[config.mk]
export PLATFORM = sky130hd
export DESIGN_NAME = closest_pair_brute_force_core
export DESIGN_NICKNAME = d
export VERILOG_FILES = /design/src/rtl/cpbf_pkg.sv /design/src/rtl/cpbf_isqrt.sv /design/src/rtl/closest_pair_brute_force_core.sv
export SDC_FILE = /design/constraint.sdc
export NUM_CORES = 2
export LEC_CHECK = 0
export ABC_AREA = 1
export BUFFER_PORTS_ARGS = -buffer_cell sky130_fd_sc_hd__clkbuf_2
export CORE_ASPECT_RATIO = 1.1
export CORE_MARGIN = 1
export CORE_UTILIZATION = 34
export CTS_CLUSTER_DIAMETER = 30
export DETAILED_ROUTE_END_ITERATION = 8
export MAX_ROUTING_LAYER = met4
export PLACE_DENSITY_LB_ADDON = 0.05
export SLEW_MARGIN = 15
export SYNTH_ARGS = -nofsm -noshare
export SYNTH_HDL_FRONTEND = slang
export SYNTH_SLANG_ARGS = --single-unit
[constraint.sdc]
create_clock -name clk -period 12.9 [get_ports clk]
set_clock_uncertainty 0.05 [all_clocks]
set_input_delay 0.645 -clock clk [delete_from_list [all_inputs] [get_ports clk]]
set_output_delay 0.645 -clock clk [all_outputs]
set_load 0.02 [all_outputs]
[src/rtl/cpbf_pkg.sv]
// Shared types and constants for the closest pair search core.
package cpbf_pkg;

  localparam int DEF_MAX_POINTS = 64;
  localparam int COORD_W        = 16;
  // Squared distance of two Q12.4 points fits in 34 bits.
  localparam int SQ_W           = 34;
  localparam int ROOT_W         = SQ_W / 2;
  localparam int DIST_W         = 18;

  typedef struct packed {
    logic signed [COORD_W-1:0] point_x;
    logic signed [COORD_W-1:0] point_y;
    logic                      last_point;
  } point_t;

  typedef struct packed {
    logic        [DIST_W-1:0]  min_distance;
    logic signed [COORD_W-1:0] first_x;
    logic signed [COORD_W-1:0] first_y;
    logic signed [COORD_W-1:0] second_x;
    logic signed [COORD_W-1:0] second_y;
    logic                      no_pair;
    logic                      points_dropped;
  } result_t;

  typedef enum logic [2:0] {
    ST_LOAD,
    ST_ISSUE_I,
    ST_ISSUE_J,
    ST_DRAIN,
    ST_ROOT_GO,
    ST_SQRT
  } state_t;

endpackage

[src/rtl/cpbf_isqrt.sv]
// Bit-serial floor square root, one result bit per cycle.
module cpbf_isqrt import cpbf_pkg::*; (
  input  logic              clk,
  input  logic              rst,
  input  logic              start,
  input  logic [SQ_W-1:0]   value,
  output logic              done,
  output logic [ROOT_W-1:0] root
);

  logic            active;
  logic [SQ_W-1:0] rem_v;
  logic [SQ_W-1:0] res;
  logic [SQ_W-1:0] bitv;
  logic [SQ_W:0]   trial;
  logic            take;

  assign trial = {1'b0, res} + {1'b0, bitv};
  assign take  = {1'b0, rem_v} >= trial;
  assign root  = res[ROOT_W-1:0];

  always_ff @(posedge clk) begin
    if (rst) begin
      active <= 1'b0;
      done   <= 1'b0;
    end else begin
      done <= active && !start && bitv[0];
      if (start) begin
        active <= 1'b1;
      end else if (active && bitv[0]) begin
        active <= 1'b0;
      end
    end
  end

  always_ff @(posedge clk) begin
    if (start) begin
      rem_v <= value;
      res   <= '0;
      bitv  <= SQ_W'(1) << (SQ_W - 2);
    end else if (active) begin
      if (take) begin
        rem_v <= rem_v - trial[SQ_W-1:0];
        res   <= (res >> 1) + bitv;
      end else begin
        res <= res >> 1;
      end
      bitv <= bitv >> 2;
    end
  end

endmodule

[src/rtl/closest_pair_brute_force_core.sv]
// Closest pair of points: load a point set, scan all pairs, emit the nearest one.
//
// Input: a word (point_x, point_y, last_point) is taken at a rising edge with
// start high and busy low; points beyond MAX_POINTS are dropped and reported
// in points_dropped of that set's result. A word with last_point high ends
// the set. With fewer than two points the result (no_pair set) comes in the
// next cycle and busy never rises. Otherwise busy rises and the block scans
// every pair out of the point memory, one pair per cycle over its single read
// port, apart from a fetch of each first point; then the distance pipeline
// drains and the bit-serial square root runs.
// The result appears on result for exactly one cycle with done high; busy is
// low in that cycle, so the next set may start at once. The receiver cannot
// stall. Reset empties the set and returns the block to loading; the point
// memory is not cleared, only entries written in the current set are read.
module closest_pair_brute_force_core import cpbf_pkg::*; #(
  parameter int MAX_POINTS = DEF_MAX_POINTS
) (
  input  logic    clk,
  input  logic    rst,
  input  logic    start,
  input  point_t  point,
  output logic    busy,
  output logic    done,
  output result_t result
);

  localparam int IDX_W = $clog2(MAX_POINTS);
  localparam int CNT_W = $clog2(MAX_POINTS + 1);

  typedef struct packed {
    logic valid;
    logic is_i;
    logic last;
  } tag_t;

  state_t state, state_next;

  logic [CNT_W-1:0] count;
  logic             overflow;
  logic             dropped;
  logic [IDX_W-1:0] i_idx, i_next;
  logic [IDX_W-1:0] j_idx, j_next;

  logic [2*COORD_W-1:0] point_store [MAX_POINTS];
  logic [IDX_W-1:0]     rd_addr;
  logic [2*COORD_W-1:0] rd_data;
  tag_t                 iss, rd_tag;

  logic accept, have_room, mem_we;
  logic [CNT_W-1:0] count_after;

  logic signed [COORD_W-1:0] pi_x, pi_y;

  // distance pipeline
  logic signed [COORD_W-1:0] pj_x, pj_y;
  logic signed [COORD_W:0]   diff_x, diff_y;
  logic [COORD_W-1:0]        abs_x, abs_y;
  logic                      s1_valid, s1_last;
  logic [COORD_W-1:0]        s1_dx, s1_dy;
  logic signed [COORD_W-1:0] s1_ix, s1_iy, s1_jx, s1_jy;
  logic                      s2_valid, s2_last;
  logic [2*COORD_W-1:0]      s2_dx2, s2_dy2;
  logic signed [COORD_W-1:0] s2_ix, s2_iy, s2_jx, s2_jy;
  logic [SQ_W-1:0]           d2;
  logic                      take_best;

  logic                      found;
  logic [SQ_W-1:0]           best_sq;
  logic signed [COORD_W-1:0] best_ix, best_iy, best_jx, best_jy;

  logic              sq_start, sq_done;
  logic [ROOT_W-1:0] sq_root;

  assign busy        = (state != ST_LOAD);
  assign accept      = start && !busy;
  assign have_room   = count < CNT_W'(MAX_POINTS);
  assign count_after = have_room ? count + 1'b1 : count;
  assign mem_we      = accept && have_room;

  // ---------------------------------------------------------------- control
  always_ff @(posedge clk) begin
    if (rst) begin
      state <= ST_LOAD;
    end else begin
      state <= state_next;
    end
  end

  always_comb begin
    state_next = state;
    i_next     = i_idx;
    j_next     = j_idx;
    rd_addr    = i_idx;
    iss        = '0;
    sq_start   = 1'b0;
    case (state)
      ST_LOAD: begin
        if (accept && point.last_point && count_after >= CNT_W'(2)) begin
          state_next = ST_ISSUE_I;
          i_next     = '0;
        end
      end
      ST_ISSUE_I: begin
        rd_addr    = i_idx;
        iss.valid  = 1'b1;
        iss.is_i   = 1'b1;
        j_next     = i_idx + 1'b1;
        state_next = ST_ISSUE_J;
      end
      ST_ISSUE_J: begin
        rd_addr   = j_idx;
        iss.valid = 1'b1;
        if (CNT_W'(j_idx) == count - 1'b1) begin
          if (CNT_W'(i_idx) == count - CNT_W'(2)) begin
            iss.last   = 1'b1;
            state_next = ST_DRAIN;
          end else begin
            i_next     = i_idx + 1'b1;
            state_next = ST_ISSUE_I;
          end
        end else begin
          j_next = j_idx + 1'b1;
        end
      end
      ST_DRAIN: begin
        if (s2_valid && s2_last) begin
          state_next = ST_ROOT_GO;
        end
      end
      ST_ROOT_GO: begin
        sq_start   = 1'b1;
        state_next = ST_SQRT;
      end
      ST_SQRT: begin
        if (sq_done) begin
          state_next = ST_LOAD;
        end
      end
      default: state_next = ST_LOAD;
    endcase
  end

  always_ff @(posedge clk) begin
    i_idx <= i_next;
    j_idx <= j_next;
  end

  // ---------------------------------------------------------------- set bookkeeping
  always_ff @(posedge clk) begin
    if (rst) begin
      count    <= '0;
      overflow <= 1'b0;
      dropped  <= 1'b0;
      done     <= 1'b0;
    end else begin
      done <= (accept && point.last_point && count_after < CNT_W'(2)) ||
              (state == ST_SQRT && sq_done);
      if (accept) begin
        if (point.last_point) begin
          if (count_after < CNT_W'(2)) begin
            count    <= '0;
            overflow <= 1'b0;
          end else begin
            count   <= count_after;
            dropped <= overflow || !have_room;
          end
        end else begin
          count    <= count_after;
          overflow <= overflow || !have_room;
        end
      end else if (state == ST_SQRT && sq_done) begin
        count    <= '0;
        overflow <= 1'b0;
      end
    end
  end

  always_ff @(posedge clk) begin
    if (accept && point.last_point && count_after < CNT_W'(2)) begin
      result.min_distance   <= '0;
      result.first_x        <= '0;
      result.first_y        <= '0;
      result.second_x       <= '0;
      result.second_y       <= '0;
      result.no_pair        <= 1'b1;
      result.points_dropped <= overflow || !have_room;
    end else if (state == ST_SQRT && sq_done) begin
      result.min_distance   <= DIST_W'(sq_root);
      result.first_x        <= best_ix;
      result.first_y        <= best_iy;
      result.second_x       <= best_jx;
      result.second_y       <= best_jy;
      result.no_pair        <= 1'b0;
      result.points_dropped <= dropped;
    end
  end

  // ---------------------------------------------------------------- point memory
  always_ff @(posedge clk) begin
    if (mem_we) begin
      point_store[count[IDX_W-1:0]] <= {point.point_y, point.point_x};
    end
  end

  always_ff @(posedge clk) begin
    rd_data <= point_store[rd_addr];
  end

  // ---------------------------------------------------------------- distance pipeline
  assign pj_x   = rd_data[COORD_W-1:0];
  assign pj_y   = rd_data[2*COORD_W-1:COORD_W];
  assign diff_x = {pi_x[COORD_W-1], pi_x} - {pj_x[COORD_W-1], pj_x};
  assign diff_y = {pi_y[COORD_W-1], pi_y} - {pj_y[COORD_W-1], pj_y};
  assign abs_x  = diff_x[COORD_W] ? COORD_W'(-diff_x) : diff_x[COORD_W-1:0];
  assign abs_y  = diff_y[COORD_W] ? COORD_W'(-diff_y) : diff_y[COORD_W-1:0];

  always_ff @(posedge clk) begin
    if (rst) begin
      rd_tag   <= '0;
      s1_valid <= 1'b0;
      s1_last  <= 1'b0;
      s2_valid <= 1'b0;
      s2_last  <= 1'b0;
    end else begin
      rd_tag   <= iss;
      s1_valid <= rd_tag.valid && !rd_tag.is_i;
      s1_last  <= rd_tag.last;
      s2_valid <= s1_valid;
      s2_last  <= s1_last;
    end
  end

  // Hold the first point of the pairs in flight; the fetch of a new first
  // point lands after the last pair of the old one has left this stage.
  always_ff @(posedge clk) begin
    if (rd_tag.valid && rd_tag.is_i) begin
      pi_x <= pj_x;
      pi_y <= pj_y;
    end
    s1_dx  <= abs_x;
    s1_dy  <= abs_y;
    s1_ix  <= pi_x;
    s1_iy  <= pi_y;
    s1_jx  <= pj_x;
    s1_jy  <= pj_y;
    s2_dx2 <= s1_dx * s1_dx;
    s2_dy2 <= s1_dy * s1_dy;
    s2_ix  <= s1_ix;
    s2_iy  <= s1_iy;
    s2_jx  <= s1_jx;
    s2_jy  <= s1_jy;
  end

  assign d2        = {2'b00, s2_dx2} + {2'b00, s2_dy2};
  // Replace only on strictly smaller: the first pair in scan order wins ties.
  assign take_best = s2_valid && (!found || d2 < best_sq);

  always_ff @(posedge clk) begin
    if (rst) begin
      found <= 1'b0;
    end else if (state == ST_LOAD) begin
      found <= 1'b0;
    end else if (take_best) begin
      found <= 1'b1;
    end
  end

  always_ff @(posedge clk) begin
    if (take_best) begin
      best_sq <= d2;
      best_ix <= s2_ix;
      best_iy <= s2_iy;
      best_jx <= s2_jx;
      best_jy <= s2_jy;
    end
  end

  cpbf_isqrt u_isqrt (
    .clk   (clk),
    .rst   (rst),
    .start (sq_start),
    .value (best_sq),
    .done  (sq_done),
    .root  (sq_root)
  );

  // ---------------------------------------------------------------- checks
  a_done_idle: assert property (@(posedge clk) disable iff (rst)
    done |-> !busy)
    else $error("result strobe while busy");

  a_write_load: assert property (@(posedge clk) disable iff (rst)
    mem_we |-> state == ST_LOAD)
    else $error("point memory written outside loading");

  a_pipe_scan: assert property (@(posedge clk) disable iff (rst)
    s2_valid |-> (state == ST_ISSUE_I || state == ST_ISSUE_J || state == ST_DRAIN))
    else $error("pair in flight outside the scan");

  a_count_cap: assert property (@(posedge clk) disable iff (rst)
    count <= CNT_W'(MAX_POINTS))
    else $error("point count beyond capacity");

  a_root_found: assert property (@(posedge clk) disable iff (rst)
    sq_start |-> found)
    else $error("square root started with no pair found");

endmodule
==> metrics.csv <==
stage;metric;value;unit
finish;final instance area;0.151;mm^2
synth;YS warnings;0;
synth;post-synth top area cell;edfxtp_1;
finish;share of cells above drive strength 1;14.1;%
worst_setup_path;Crit Path Class;flop to flop;
synth;Syn Area/Cell;11.3;um^2
timing;Fin Hold WS;209;ps
job;MaxCap Viol Count;0;
clock_network;CTS Buffer Depth;4;
synth;Area contributors post-synth;edfxtp_1, dfxtp_1, fa_1;
worst_setup_path;nature of the critical path startpoint;flop;
clock_network;worst skew pair latency;1040;ps
timing;relative slew slack;13.3;%
clock_network;clock-pin slew on the worst setup and hold paths;50;ps
routing;Routed Antenna Nets;0;
timing;RSZ-0062 raised after global routing;false;
outcome;status;completed;
die;Initial Utilization;34.2;%
grt;initial antenna violation count;27;
clock_network;cts repair resizes;0;
place;port buffer count;120;
synth;Cells after Synth;11025;
synth;Main synth FF type;edfxtp_1;
routing;via count;84993;
timing;Final setup viols;0;
place;Final HPWL DP;243;mm
clock_network;Post-CTS Setup Bufs;0;
grt;pin count of the biggest net entering global routing;183;
place;dpl cell area;0.130;mm^2
die;Top Ports;122;
finish;commonest non-fill, non-tap cell in the layout;edfxtp_1;
routing;drt first pass iters;6;
die;Die ar.;0.367;mm^2
timing;final hold violation count;0;
place;Routability Congestion;0.877;
die;Die H;635;um
die;Core Footprint;0.363;mm^2
synth;register area share after synthesis;60.5;%
clock_network;Root Buffer;clkbuf_16;
synth;Synth Register Bits;2634;
die;Die Width;578;um
clock_network;hold buffer count at cts;1;
clock_network;Clock Sinks;2634;
clock_network;CTS Buf Count;620;
timing;Final Cycle Share;50.0;%
worst_setup_path;worst endpoint required time;13750;ps
worst_setup_path;CP max FO;16;
worst_setup_path;crit end category;flop;
grt;vias in the first global route;87556;
finish;P&R area growth vs syn;22.1;%
finish;Final nets;12110;
grt;total track usage;22.9;%
timing;max-slew violation count;0;
timing;Worst Tran Pin Value;1290;ps
timing;f_max;155;MHz
grt;Congestion Overflow GR;0;
synth;asr flop ratio synth;0;%
synth;Post-synth EDFFs;2224;
timing;min Tclk post-route;6450;ps
place;DP Worst Slack;6440;ps
synth;Post-Syn Area;0.124;mm^2
synth;Cell variety after synth;57;
clock_network;CTS tree;done;
worst_setup_path;worst endpoint data arrival time;7300;ps
die;num rows;232;
routing;DR WL/cell;24.8;um
routing;number of vias per cell;5.10;
min_path;HP Class;input pin to flop;
finish;most frequent cells in the layout;edfxtp_1, nand2_1, inv_1;
timing;TNS Setup;0;ps
routing;DRC Markers;0;
synth;syn_nets;11766;
routing;drt total wl;413;mm
synth;area share of the largest cell type after synthesis;53.8;%
routing;Initial DRC Count;6376;
grt;first-pass GRT wire length;601;mm
timing;Final WS setup;6450;ps
clock_network;H-tree depth;6;
## worst paths after layout
kind,slack [ps],cells past startpoint,endpoint,startpoint
max,6450,21,s2_dx2[25],s1_dx[7]
min,210,2,u_isqrt.active,rst
max reg2reg,6450,21,s2_dx2[25],s1_dx[7]
min reg2reg,220,0,s2_jy[15],s1_jy[15]
## synth_stat cells (all sizes together), types with 2 or more instances
| cell | number |
|---|---|
| o22ai | 11 |
| nor4 | 15 |
| ha | 378 |
| buf | 211 |
| clkbuf | 371 |
| o31ai | 4 |
| nand3 | 606 |
| o21a | 11 |
| a211oi | 3 |
| o211ai | 857 |
| a31o | 4 |
| dfxtp | 410 |
| o21bai | 79 |
| nand4 | 45 |
| o21ai | 953 |
| clkinv | 2 |
| edfxtp | 2224 |
| o221ai | 4 |
| nor2 | 756 |
| xor2 | 142 |
| or2 | 328 |
| nand3b | 23 |
| a221oi | 4 |
| a22oi | 4 |
| fa | 327 |
| nand2 | 1558 |
| a31oi | 14 |
| a2111oi | 2 |
| xnor2 | 96 |
| a21boi | 7 |
| nor3 | 42 |
| and3 | 3 |
| inv | 1164 |
| a21oi | 332 |
| a21o | 28 |
## layout make-up
class	count	area, um^2
diodes	8	20.0
clock buffers	754	16500
clock inverters	375	4630
fillers	34427	212000
inverters	1166	4410
multi-input cells	6643	42800
flip-flops and latches	2634	75000
well taps	4797	6000
repair buffers	304	2180
## kinds of logic after synthesis
| kind of cell | count (synthesis) | share of synthesized area (%) |
|---|---|---|
| AND/OR/NAND/NOR | 3379 | 11.8 |
| flip-flops | 2634 | 60.5 |
| AO/OA/AOI/OAI | 2320 | 11.5 |
| buffers and inverters | 1748 | 5.52 |
| adder cells (fa/ha/maj) | 705 | 9.09 |
| XOR/XNOR | 238 | 1.69 |
| other | 1 | 0.00302 |
## critical path, cell delays in order (launching register included)
cell and delay [ps]:
dfxtp_1 950, nand2_1 220, inv_1 140, fa_1 420
inv_1 80, fa_1 410, inv_1 90, fa_1 440
fa_1 510, fa_1 490, inv_1 50, fa_1 470
inv_1 40, ha_1 340, nand2_1 140, nor2_1 130
inv_1 40, o21ai_0 310, a21boi_0 260, o21ai_0 390
a21oi_1 140, xnor2_1 200
## through the flow
stage	utilization, %	cells
floorplan	-	11025
global placement	35.9	15543
detailed placement	35.9	15543
CTS	41.7	16673
global route	41.7	16676
finish	41.7	16681
## registers in the layout, summed over array words and instances, names as in the netlist, 17 cells and up
signal	cells
point_store	2048
result	83
u_isqrt.res	34
rd_data	32
s2_dy2	31
u_isqrt.bitv	17
best_sq	33
s2_dx2	31
u_isqrt.rem_v	34
## metal layers
layer / vias up / track usage, % / part of all wire [%]
met5: - / - / 0
met4: 0 / 6.67 / 2.7
li1: 39485 / - / -
met2: 2098 / 37.5 / 48
met3: 643 / 2.91 / 4.7
met1: 42767 / 29.6 / 44
Power is not shown: default switching activity piles up to over one toggle a cycle in this logic, so the estimate is an artifact.
